===== src/rtl/core/atle_pkg.sv =====
// Shared types and constants for the animation timeline engine.
// Used by atle_div, animation_timeline_engine_unit and the testbench; no dependencies.
`default_nettype none

package atle_pkg;

  // fixed field widths
  localparam int DUR_W      = 32;
  localparam int SPEED_W    = 16;
  localparam int STEP_W     = 16;
  localparam int MAXL_W     = 16;
  localparam int PROG_W     = 17;
  localparam int Q_W        = 16;
  localparam int LOOPS_W    = 16;
  localparam int CFG_IDX_W  = 3;
  localparam int CFG_DATA_W = 32;

  localparam logic [PROG_W-1:0] PROG_ONE = 17'h10000;

  // action codes
  localparam logic [2:0] ACT_TICK   = 3'd0;
  localparam logic [2:0] ACT_START  = 3'd1;
  localparam logic [2:0] ACT_STOP   = 3'd2;
  localparam logic [2:0] ACT_PAUSE  = 3'd3;
  localparam logic [2:0] ACT_RESUME = 3'd4;
  localparam logic [2:0] ACT_RESET  = 3'd5;

  // run states
  localparam logic [1:0] RUN_STOPPED  = 2'd0;
  localparam logic [1:0] RUN_PLAYING  = 2'd1;
  localparam logic [1:0] RUN_PAUSED   = 2'd2;
  localparam logic [1:0] RUN_FINISHED = 2'd3;

  // loop modes
  localparam logic [1:0] LOOP_NONE     = 2'd0;
  localparam logic [1:0] LOOP_REPEAT   = 2'd1;
  localparam logic [1:0] LOOP_PINGPONG = 2'd2;
  localparam logic [1:0] LOOP_INFINITE = 2'd3;

  // register indexes
  localparam logic [CFG_IDX_W-1:0] CFG_DURATION    = 3'd0;
  localparam logic [CFG_IDX_W-1:0] CFG_SPEED       = 3'd1;
  localparam logic [CFG_IDX_W-1:0] CFG_START_DELAY = 3'd2;
  localparam logic [CFG_IDX_W-1:0] CFG_LOOP_MODE   = 3'd3;
  localparam logic [CFG_IDX_W-1:0] CFG_MAX_LOOPS   = 3'd4;

  typedef struct packed {
    logic [2:0]        action;
    logic [STEP_W-1:0] time_step;
  } atle_in_t;

  typedef struct packed {
    logic [1:0]         run_state;
    logic [PROG_W-1:0]  progress;
    logic               backward;
    logic [LOOPS_W-1:0] loops_done;
  } atle_out_t;

  typedef struct packed {
    logic busy;
    logic done;
  } atle_div_sts_t;

endpackage

`default_nettype wire


===== src/rtl/core/atle_div.sv =====
// Radix-2 restoring divider, one quotient bit per cycle, for progress.
// Depends on atle_pkg for widths and the status struct.
`default_nettype none

module atle_div import atle_pkg::*; (
  input  wire logic                clk,
  input  wire logic                rst_n,
  input  wire logic                start,
  input  wire logic [DUR_W-1:0]    rem_init,
  input  wire logic [Q_W-1:0]      num_lo,
  input  wire logic [DUR_W-1:0]    divisor,
  output atle_div_sts_t            sts,
  output logic [Q_W-1:0]           quo
);

  localparam int CNT_W = $clog2(Q_W + 1);

  logic             busy_r, busy_nxt;
  logic             done_r, done_nxt;
  logic [CNT_W-1:0] cnt_r, cnt_nxt;
  logic [DUR_W-1:0] rem_r, rem_nxt;
  logic [Q_W-1:0]   num_r, num_nxt;
  logic [Q_W-1:0]   quo_r, quo_nxt;
  logic [DUR_W-1:0] div_r, div_nxt;

  logic [DUR_W:0]   trial;
  logic [DUR_W:0]   diff;
  logic             ge;

  // remainder stays below the divisor, so the trial fits one extra bit
  assign trial = {rem_r, num_r[Q_W-1]};
  assign ge    = (trial >= {1'b0, div_r});
  assign diff  = trial - {1'b0, div_r};

  always_comb begin
    busy_nxt = busy_r;
    done_nxt = 1'b0;
    cnt_nxt  = cnt_r;
    rem_nxt  = rem_r;
    num_nxt  = num_r;
    quo_nxt  = quo_r;
    div_nxt  = div_r;
    if (start) begin
      busy_nxt = 1'b1;
      cnt_nxt  = '0;
      rem_nxt  = rem_init;
      num_nxt  = num_lo;
      quo_nxt  = '0;
      div_nxt  = divisor;
    end else if (busy_r) begin
      rem_nxt = ge ? diff[DUR_W-1:0] : trial[DUR_W-1:0];
      quo_nxt = {quo_r[Q_W-2:0], ge};
      num_nxt = {num_r[Q_W-2:0], 1'b0};
      cnt_nxt = cnt_r + 1'b1;
      if (cnt_r == CNT_W'(Q_W - 1)) begin
        busy_nxt = 1'b0;
        done_nxt = 1'b1;
      end
    end
  end

  always_ff @(posedge clk) begin
    if (!rst_n) begin
      busy_r <= 1'b0;
      done_r <= 1'b0;
      cnt_r  <= '0;
    end else begin
      busy_r <= busy_nxt;
      done_r <= done_nxt;
      cnt_r  <= cnt_nxt;
    end
    rem_r <= rem_nxt;
    num_r <= num_nxt;
    quo_r <= quo_nxt;
    div_r <= div_nxt;
  end

  assign sts.busy = busy_r;
  assign sts.done = done_r;
  assign quo      = quo_r;

endmodule

`default_nettype wire


===== src/rtl/core/animation_timeline_engine_unit.sv =====
// Animation timeline engine top level: config registers, sequencer,
// bit-serial step*speed multiplier. Depends on atle_pkg and atle_div.
//
// One transaction is handled at a time. A tick that advances the timeline
// runs through the bit-serial multiplier for time_step * speed, the add,
// end-of-cycle and progress check steps, the restoring divider for
// elapsed/duration (quotient bits, then a done flag) and the output
// register load. Other actions, and ticks that are ignored or only use up
// the start delay, skip the multiplier, add and end-of-cycle steps. No
// division runs when the duration is zero (progress zero) or elapsed has
// reached the end (progress one). A result that is not taken holds the
// sequencer in its output step. The next transaction can be accepted in
// the cycle after the result is loaded.
`default_nettype none

module animation_timeline_engine_unit import atle_pkg::*; #(
  parameter int TIME_BITS = 32,
  parameter int LOOP_BITS = 16
) (
  input  wire logic                  clk,
  input  wire logic                  rst_n,
  input  wire logic                  cfg_we,
  input  wire logic [CFG_IDX_W-1:0]  cfg_idx,
  input  wire logic [CFG_DATA_W-1:0] cfg_wdata,
  input  wire logic                  in_valid,
  output logic                       in_ready,
  input  wire atle_in_t              in_data,
  output logic                       out_valid,
  input  wire logic                  out_ready,
  output atle_out_t                  out_data
);

  localparam int E_W     = TIME_BITS + 8;
  localparam int W       = ((E_W > 40) ? E_W : 40) + 1;
  localparam int MCNT_W  = $clog2(STEP_W);
  localparam int LCMP_W  = 33;

  typedef enum logic [6:0] {
    ST_IDLE = 7'b0000001,
    ST_MUL  = 7'b0000010,
    ST_ADD  = 7'b0000100,
    ST_WRAP = 7'b0001000,
    ST_PROG = 7'b0010000,
    ST_DIV  = 7'b0100000,
    ST_OUT  = 7'b1000000
  } state_t;

  state_t                   state_r, state_nxt;
  logic [DUR_W-1:0]         duration_r, duration_nxt;
  logic [SPEED_W-1:0]       speed_r, speed_nxt;
  logic [1:0]               loop_mode_r, loop_mode_nxt;
  logic signed [MAXL_W-1:0] max_loops_r, max_loops_nxt;
  logic [1:0]               play_r, play_nxt;
  logic [E_W-1:0]           elapsed_r, elapsed_nxt;
  logic [DUR_W-1:0]         delay_r, delay_nxt;
  logic [LOOP_BITS-1:0]     loop_cnt_r, loop_cnt_nxt;
  logic                     rev_r, rev_nxt;
  logic [STEP_W-1:0]        mplier_r, mplier_nxt;
  logic [2*STEP_W-1:0]      product_r, product_nxt;
  logic [MCNT_W-1:0]        mcnt_r, mcnt_nxt;
  logic [PROG_W-1:0]        prog_r, prog_nxt;
  logic                     out_valid_r, out_valid_nxt;
  atle_out_t                out_data_r, out_data_nxt;

  logic [W-1:0]             elapsed_w, end_w, sum_w, elapsed_max_w;
  logic [DUR_W-1:0]         rem_src;
  logic                     at_end;
  logic [LOOP_BITS-1:0]     cnt_inc;
  logic                     may_loop;
  logic [LCMP_W-1:0]        loop_ext;
  logic                     div_start;
  atle_div_sts_t            div_sts;
  logic [Q_W-1:0]           div_quo;

  assign elapsed_w     = W'(elapsed_r);
  assign end_w         = W'({duration_r, 8'b0});
  assign elapsed_max_w = W'({E_W{1'b1}});
  assign sum_w         = elapsed_w + W'(product_r);
  assign at_end        = (duration_r != '0) && (elapsed_w >= end_w);
  // integer part of elapsed; below the duration whenever a division runs
  assign rem_src       = elapsed_w[DUR_W+7:8];
  assign cnt_inc       = (&loop_cnt_r) ? loop_cnt_r : loop_cnt_r + 1'b1;
  assign may_loop      = max_loops_r[MAXL_W-1] ||
                         (LCMP_W'(cnt_inc) < LCMP_W'(max_loops_r[MAXL_W-2:0]));
  assign loop_ext      = LCMP_W'(loop_cnt_r);

  atle_div u_div (
    .clk      (clk),
    .rst_n    (rst_n),
    .start    (div_start),
    .rem_init (rem_src),
    .num_lo   ({elapsed_r[7:0], 8'b0}),
    .divisor  (duration_r),
    .sts      (div_sts),
    .quo      (div_quo)
  );

  always_comb begin
    state_nxt     = state_r;
    duration_nxt  = duration_r;
    speed_nxt     = speed_r;
    loop_mode_nxt = loop_mode_r;
    max_loops_nxt = max_loops_r;
    play_nxt      = play_r;
    elapsed_nxt   = elapsed_r;
    delay_nxt     = delay_r;
    loop_cnt_nxt  = loop_cnt_r;
    rev_nxt       = rev_r;
    mplier_nxt    = mplier_r;
    product_nxt   = product_r;
    mcnt_nxt      = mcnt_r;
    prog_nxt      = prog_r;
    out_valid_nxt = out_valid_r;
    out_data_nxt  = out_data_r;
    div_start     = 1'b0;
    in_ready      = (state_r == ST_IDLE);

    if (cfg_we) begin
      case (cfg_idx)
        CFG_DURATION:    duration_nxt  = cfg_wdata[DUR_W-1:0];
        CFG_SPEED:       speed_nxt     = cfg_wdata[SPEED_W-1:0];
        CFG_START_DELAY: delay_nxt     = cfg_wdata[DUR_W-1:0];
        CFG_LOOP_MODE:   loop_mode_nxt = cfg_wdata[1:0];
        CFG_MAX_LOOPS:   max_loops_nxt = cfg_wdata[MAXL_W-1:0];
        default: ;
      endcase
    end

    if (out_valid_r && out_ready) begin
      out_valid_nxt = 1'b0;
    end

    case (state_r)
      ST_IDLE: begin
        if (in_valid) begin
          mplier_nxt  = in_data.time_step;
          product_nxt = '0;
          mcnt_nxt    = '0;
          state_nxt   = ST_PROG;
          case (in_data.action)
            ACT_TICK: begin
              if (play_r == RUN_PLAYING) begin
                if (delay_r != '0) begin
                  delay_nxt = (delay_r > DUR_W'(in_data.time_step)) ?
                              delay_r - DUR_W'(in_data.time_step) : '0;
                end else begin
                  state_nxt = ST_MUL;
                end
              end
            end
            ACT_START: begin
              play_nxt     = RUN_PLAYING;
              elapsed_nxt  = '0;
              loop_cnt_nxt = '0;
            end
            ACT_STOP: begin
              play_nxt    = RUN_STOPPED;
              elapsed_nxt = '0;
            end
            ACT_PAUSE: begin
              if (play_r == RUN_PLAYING) play_nxt = RUN_PAUSED;
            end
            ACT_RESUME: begin
              if (play_r == RUN_PAUSED) play_nxt = RUN_PLAYING;
            end
            ACT_RESET: begin
              elapsed_nxt  = '0;
              loop_cnt_nxt = '0;
              rev_nxt      = 1'b0;
            end
            default: ;
          endcase
        end
      end
      ST_MUL: begin
        // MSB-first shift-and-add
        product_nxt = {product_r[2*STEP_W-2:0], 1'b0} +
                      (mplier_r[STEP_W-1] ? (2*STEP_W)'(speed_r) : '0);
        mplier_nxt  = {mplier_r[STEP_W-2:0], 1'b0};
        mcnt_nxt    = mcnt_r + 1'b1;
        if (mcnt_r == MCNT_W'(STEP_W - 1)) state_nxt = ST_ADD;
      end
      ST_ADD: begin
        elapsed_nxt = (sum_w > elapsed_max_w) ? '1 : sum_w[E_W-1:0];
        state_nxt   = ST_WRAP;
      end
      ST_WRAP: begin
        if (at_end) begin
          loop_cnt_nxt = cnt_inc;
          case (loop_mode_r)
            LOOP_NONE: begin
              play_nxt    = RUN_FINISHED;
              elapsed_nxt = (end_w > elapsed_max_w) ? '1 : end_w[E_W-1:0];
            end
            LOOP_REPEAT: begin
              if (may_loop) elapsed_nxt = '0;
              else          play_nxt    = RUN_FINISHED;
            end
            LOOP_PINGPONG: begin
              if (may_loop) begin
                rev_nxt     = ~rev_r;
                elapsed_nxt = '0;
              end else begin
                play_nxt = RUN_FINISHED;
              end
            end
            default: elapsed_nxt = '0;
          endcase
        end
        state_nxt = ST_PROG;
      end
      ST_PROG: begin
        if (duration_r == '0) begin
          prog_nxt  = '0;
          state_nxt = ST_OUT;
        end else if (at_end) begin
          prog_nxt  = PROG_ONE;
          state_nxt = ST_OUT;
        end else begin
          div_start = 1'b1;
          state_nxt = ST_DIV;
        end
      end
      ST_DIV: begin
        if (div_sts.done) begin
          prog_nxt  = PROG_W'(div_quo);
          state_nxt = ST_OUT;
        end
      end
      ST_OUT: begin
        if (!out_valid_r || out_ready) begin
          out_valid_nxt           = 1'b1;
          out_data_nxt.run_state  = play_r;
          out_data_nxt.progress   = (rev_r && duration_r != '0) ?
                                    PROG_ONE - prog_r : prog_r;
          out_data_nxt.backward   = rev_r;
          out_data_nxt.loops_done = (loop_ext > LCMP_W'(16'hFFFF)) ?
                                    '1 : loop_ext[LOOPS_W-1:0];
          state_nxt               = ST_IDLE;
        end
      end
      default: state_nxt = ST_IDLE;
    endcase
  end

  always_ff @(posedge clk) begin
    if (!rst_n) begin
      state_r     <= ST_IDLE;
      duration_r  <= '0;
      speed_r     <= SPEED_W'(256);
      loop_mode_r <= LOOP_NONE;
      max_loops_r <= MAXL_W'(1);
      play_r      <= RUN_STOPPED;
      elapsed_r   <= '0;
      delay_r     <= '0;
      loop_cnt_r  <= '0;
      rev_r       <= 1'b0;
      out_valid_r <= 1'b0;
    end else begin
      state_r     <= state_nxt;
      duration_r  <= duration_nxt;
      speed_r     <= speed_nxt;
      loop_mode_r <= loop_mode_nxt;
      max_loops_r <= max_loops_nxt;
      play_r      <= play_nxt;
      elapsed_r   <= elapsed_nxt;
      delay_r     <= delay_nxt;
      loop_cnt_r  <= loop_cnt_nxt;
      rev_r       <= rev_nxt;
      out_valid_r <= out_valid_nxt;
    end
    mplier_r   <= mplier_nxt;
    product_r  <= product_nxt;
    mcnt_r     <= mcnt_nxt;
    prog_r     <= prog_nxt;
    out_data_r <= out_data_nxt;
  end

  assign out_valid = out_valid_r;
  assign out_data  = out_data_r;

  a_one_at_a_time: assert property (@(posedge clk) disable iff (!rst_n)
    in_valid && in_ready |=> !in_ready)
    else $error("transaction accepted while sequencer busy");

  a_prog_range: assert property (@(posedge clk) disable iff (!rst_n)
    out_valid |-> out_data.progress <= PROG_ONE)
    else $error("progress above one");

  a_div_idle: assert property (@(posedge clk) disable iff (!rst_n)
    state_r != ST_DIV |-> !div_sts.busy)
    else $error("divider running outside divide state");

  a_div_done: assert property (@(posedge clk) disable iff (!rst_n)
    div_sts.done |-> state_r == ST_DIV)
    else $error("divider result not awaited");

endmodule

`default_nettype wire


===== config.mk =====
export PLATFORM = sky130hd
export DESIGN_NAME = animation_timeline_engine_unit
export DESIGN_NICKNAME = d
export VERILOG_FILES = /design/src/rtl/core/atle_pkg.sv /design/src/rtl/core/atle_div.sv /design/src/rtl/core/animation_timeline_engine_unit.sv
export SDC_FILE = /design/constraint.sdc
export NUM_CORES = 1
export LEC_CHECK = 0
export ABC_AREA = 0
export BUFFER_PORTS_ARGS = -buffer_cell sky130_fd_sc_hd__buf_2
export CAP_MARGIN = 20
export CORE_MARGIN = 1
export CORE_UTILIZATION = 35
export DETAILED_ROUTE_END_ITERATION = 16
export GPL_ROUTABILITY_DRIVEN = 0
export PLACE_DENSITY = 0.56
export RECOVER_POWER = 25
export SYNTH_ARGS = -nofsm -noshare
export SYNTH_HDL_FRONTEND = slang
export SYNTH_HIERARCHICAL = 1
export SYNTH_SLANG_ARGS = --single-unit

===== constraint.sdc =====
create_clock -name clk -period 8.53 [get_ports clk]
set_input_delay 1.2795 -clock clk [delete_from_list [all_inputs] [get_ports clk]]
set_output_delay 1.2795 -clock clk [all_outputs]
set_load 0.02 [all_outputs]

; ---- After elaboration in Yosys (flattened, before gate mapping)
; Cells that the tools add are included.
; W data, S select, Z words.
[totals]
wordCells = 190
regBits = 365
inputBits = 59
output_inout_bits = 38
[classes]
bitwise_logic = 3
n_mux = 72
n_addsub = 8
eq_ne = 39
reduce_logical = 35
n_lt_le_gt_ge = 7
[ops]
columns = op, n
row1 = $mux W32, 12
row2 = $mux W40, 6
row3 = $mux W16, 8
row4 = $pmux W40 S3, 1
row5 = $pmux W40 S2, 1
row6 = $mux W17, 4
row7 = $pmux W16 S2, 2
row8 = $pmux W32 S2, 1
row9 = $reduce_bool A32 Y1, 2
row10 = $pmux W7 S7, 1
row11 = $mux W7, 6
row12 = $add A40 B32 Y41, 1
row13 = $gt A41 B40 Y1 const B, 1
row14 = $ge A40 B40 Y1, 1
row15 = $gt A40 B40 Y1 const B, 1
row16 = $pmux W17 S2, 1
row17 = $ge A33 B32 Y1, 1
row18 = $add A32 B16 Y32, 1
row19 = $gt A32 B16 Y1, 1
row20 = $logic_not A32 Y1, 1
row21 = $sub A32 B16 Y32, 1
row22 = $sub A32 B32 Y32, 1
row23 = $sub A17 B17 Y17 const A, 1
row24 = $add A16 B1 Y16 const B, 1
row25 = 48 further kinds, 107

; ---- Depth between registers and ports, before layout
[depth]
word_depth = 8
depth_mapped = 19
ltp_nobuf = 17

; ---- Hierarchy
; The synthesis kept the hierarchy.
[modules_own_cells]
columns = module, cells_each, seq_area_each_um2, area_each_um2, instances
row1 = animation_timeline_engine_unit, 1950, 6456.2, 16542.1, 1
row2 = atle_div, 575, 2862.7, 6035.8, 1

; ---- Least setup slack after synthesis
; No wires, ideal clock.
[synth_path]
kind = reg-to-reg
start = register duration_r[21]
end = register, netlist name u_div/num_r[0]
synth_period_minus_slack_ps = 6997
t_arrival_ps = 6612
required_ps = 8146
path_stages_with_launch = 13
setup_slack_ps = 1533
path_cell_list = dfxtp_1 -> inv_1 -> ha_1 -> a21o_1 -> a21oi_1 -> o221ai_1 -> a211oi_1 -> nand2_1 -> nor2_1 -> nor4b_1 -> clkbuf_1 -> buf_1 -> or2_2
[synth_lines]
columns = item, line_no
row1 = start: declaration, animation_timeline_engine_unit.sv:49  ; logic [DUR_W-1:0] duration_r, duration_nxt;
row2 = start signal: assignment, animation_timeline_engine_unit.sv:261  ; duration_r <= duration_nxt;

; ---- Worst setup path in the final report
[layout_path]
start = register state_r[0]
end = register product_r[12] (enable)
[layout_via]
elab_chain_cells = 3
word_cells_on_any_way = 5
cone_classes = eq/ne (3) / reduce/logical (2)
[layout_lines]
columns = item, line_no
row1 = start: declaration, animation_timeline_engine_unit.sv:48  ; state_t state_r, state_nxt;
row2 = start signal: assignment, animation_timeline_engine_unit.sv:260  ; state_r <= state_nxt;
row3 = $eq A7 B1 Y1 or $eq A7 B2 Y1 (tied branches), animation_timeline_engine_unit.sv:133  ; case (state_r)
row4 = $ne A2 B2 Y1 (no line) or $reduce_bool A2 Y1 (tied branches), -
row5 = $reduce_and A2 Y1 (no line) *, -
row6 = end signal: assignment, animation_timeline_engine_unit.sv:273  ; product_r <= product_nxt;
row7 = end: declaration, animation_timeline_engine_unit.sv:59  ; logic [2*STEP_W-1:0] product_r, product_nxt;
; Mark *: on every way between the ends. The rest lies on a longest branch, timed or not.
; A chain may end at the register's enable or synchronous reset.

==> flow_summary.json <==
{
  "status": "complete, but fails checks",
  "violations": "max-capacitance violations, max-slew violations",
  "wl_per_cell_um": 18.7,
  "worst_slew_pin_slew_ns": 2.84,
  "drtIter0Drc": 1337,
  "fin_cells": 3476,
  "setup_viol": 0,
  "syn_area_per_cell_um2": 8.94,
  "synth.cell_area_um2": 22600,
  "required_ns": 8.81,
  "port_buffers": 96,
  "fin_crit_sh_pct": 58.7,
  "boundaryPins": 97,
  "dp_hpwl_um": 49500,
  "p_leak_nw": 9.82,
  "nets": 2806,
  "antenna_found_initial": 1,
  "grt_pass1_wl_um": 103000,
  "path_max_fanout": 54,
  "first_global_vias": 18379,
  "clock_latency_ns": 0.60,
  "antenna_cells": 0,
  "h-tree-depth": 2,
  "clk_pin_slew_ns": 0.06,
  "skew_ns": 0.0346,
  "internal_power_mw": 3.71,
  "grt_start_max_net_pins": 57,
  "slew_headroom_pct": -89.3,
  "die-area_um2": 65500,
  "power.density_nw_per_um2": 218,
  "drc": 0,
  "core_um2": 63400,
  "cts_made_buffers": 43,
  "hold_violations": 0,
  "post_cts_buffers": 0,
  "ctsResizeCount": 0,
  "hold_buffers": 0,
  "final_cell_mix": "nand2_1 (352), a21oi_1 (250), nor2_1 (195), dfxtp_1 (188), edfxtp_1 (185)",
  "fin_setup_tns_ns": 0,
  "routed_via_density": 5.43,
  "drive_above_1_share_pct": 10.5,
  "power.share.clock_pct": 34.1,
  "synthCells": 2524,
  "clock-sinks": 373,
  "cts_buffer_depth": 3,
  "syn_to_final_growth_pct": 12.3,
  "placed_cells": 3395,
  "cts_tree": "yes",
  "fin_crit_ns": 5.00,
  "power_frac_comb_pct": 25.6,
  "start_util_pct": 35.6,
  "worst_setup_path_end_kind": "flip-flop",
  "gr-total-overflow": 0,
  "cts-root-buf": "clkbuf_16",
  "worst_setup_path_start_kind": "flip-flop",
  "finalMaxSlewViolations": 161,
  "drt_wl_total_um": 65100,
  "track_usage_pct": 19.5,
  "yosys_warnings": 6,
  "drt_first_pass_iters": 6,
  "ir_drop_mv": 0.138,
  "nFillCells": 6270,
  "cap_violations": 3,
  "cp_data_arrival_time_ns": 5.28,
  "criticalPathCategory": "reg -> reg",
  "switchingPower_mw": 1.81,
  "netSwitchingFraction_pct": 32.8,
  "via_count": 18876,
  "die_w_um": 256,
  "rsz0062_at_grt": "false",
  "final_common_cell": "nand2_1",
  "postRouteAntennaNets": 0,
  "hp-class": "reg -> reg",
  "fmax_mhz": 200,
  "dieHeight_um": 256,
  "rows": 92,
  "p_seq_share_pct": 40.4
}
## sequential cells by signal, summed over array words and instances (netlist names), 17 cells and up
| register | flops |
|---|---|
| elapsed_r | 40 |
| out_data | 36 |
| delay_r | 32 |
| duration_r | 32 |
| product_r | 32 |
| u_div/div_r | 32 |
| u_div/rem_r | 32 |
| prog_r | 17 |
## final timing paths
| kind | start | cells past startpoint | slack (ns) | endpoint |
|---|---|---|---|---|
| max | state_r[0]$_SDFFE_PN1P_ | 6 | 3.53 | product_r[12]$_SDFFCE_PN0P_ |
| min reg2reg | speed_r[9]$_SDFFE_PN0P_ | 2 | 0.45 | speed_r[9]$_SDFFE_PN0P_ |
| max reg2reg | state_r[0]$_SDFFE_PN1P_ | 6 | 3.53 | product_r[12]$_SDFFCE_PN0P_ |
| min | speed_r[9]$_SDFFE_PN0P_ | 2 | 0.45 | speed_r[9]$_SDFFE_PN0P_ |
## metal layers
layer,GRT usage [%],part of all wire [%]
met1,27.2,47
met2,31.7,45
met3,1.92,4.8
met4,6.04,2.4
met5,0,0
## worst max-delay path, cell delays in order, from the launching register on
cell      delay, ns
dfxtp_1        0.41
or4_1          0.22
nor2_1         0.08
nand3b_1       0.13
clkbuf_1       2.02
nand2_2        1.21
buf_4          0.59
## per-stage QoR
step                area, um^2  util [%]  setup WS, ns  hold slack, ns  power (mW)
floorplan                22600         -          1.53           0.406        3.27
global route             25300      40.0          3.18           0.467        5.80
detailed placement       23900      37.7          3.55           0.443        3.66
finish                   25300      40.0          3.53           0.451        5.52
global placement         23900      37.7          3.41           0.439        3.62
CTS                      25300      40.0          3.54           0.452        5.55
## layout make-up
| cell class | count | area, um^2 | area share, % |
|---|---|---|---|
| multi-input combinational | 1907 | 12300 | 48.6 |
| sequential | 373 | 9320 | 36.8 |
| clock buffer | 53 | 1140 | 4.52 |
| tap | 846 | 1060 | 4.18 |
| timing repair buffer | 120 | 649 | 2.56 |
| inverter | 150 | 564 | 2.23 |
| clock inverter | 27 | 284 | 1.12 |
## power groups by stage
stage               Combinational [mW]  Sequential [mW]  Clock, mW
floorplan                         1.07             2.20          0
global placement                  1.36             2.26          0
detailed placement                1.40             2.26          0
CTS                               1.40             2.23       1.92
global route                      1.56             2.25       1.99
finish                            1.41             2.23       1.88
Note: power is estimated with default switching activity, not from simulation.
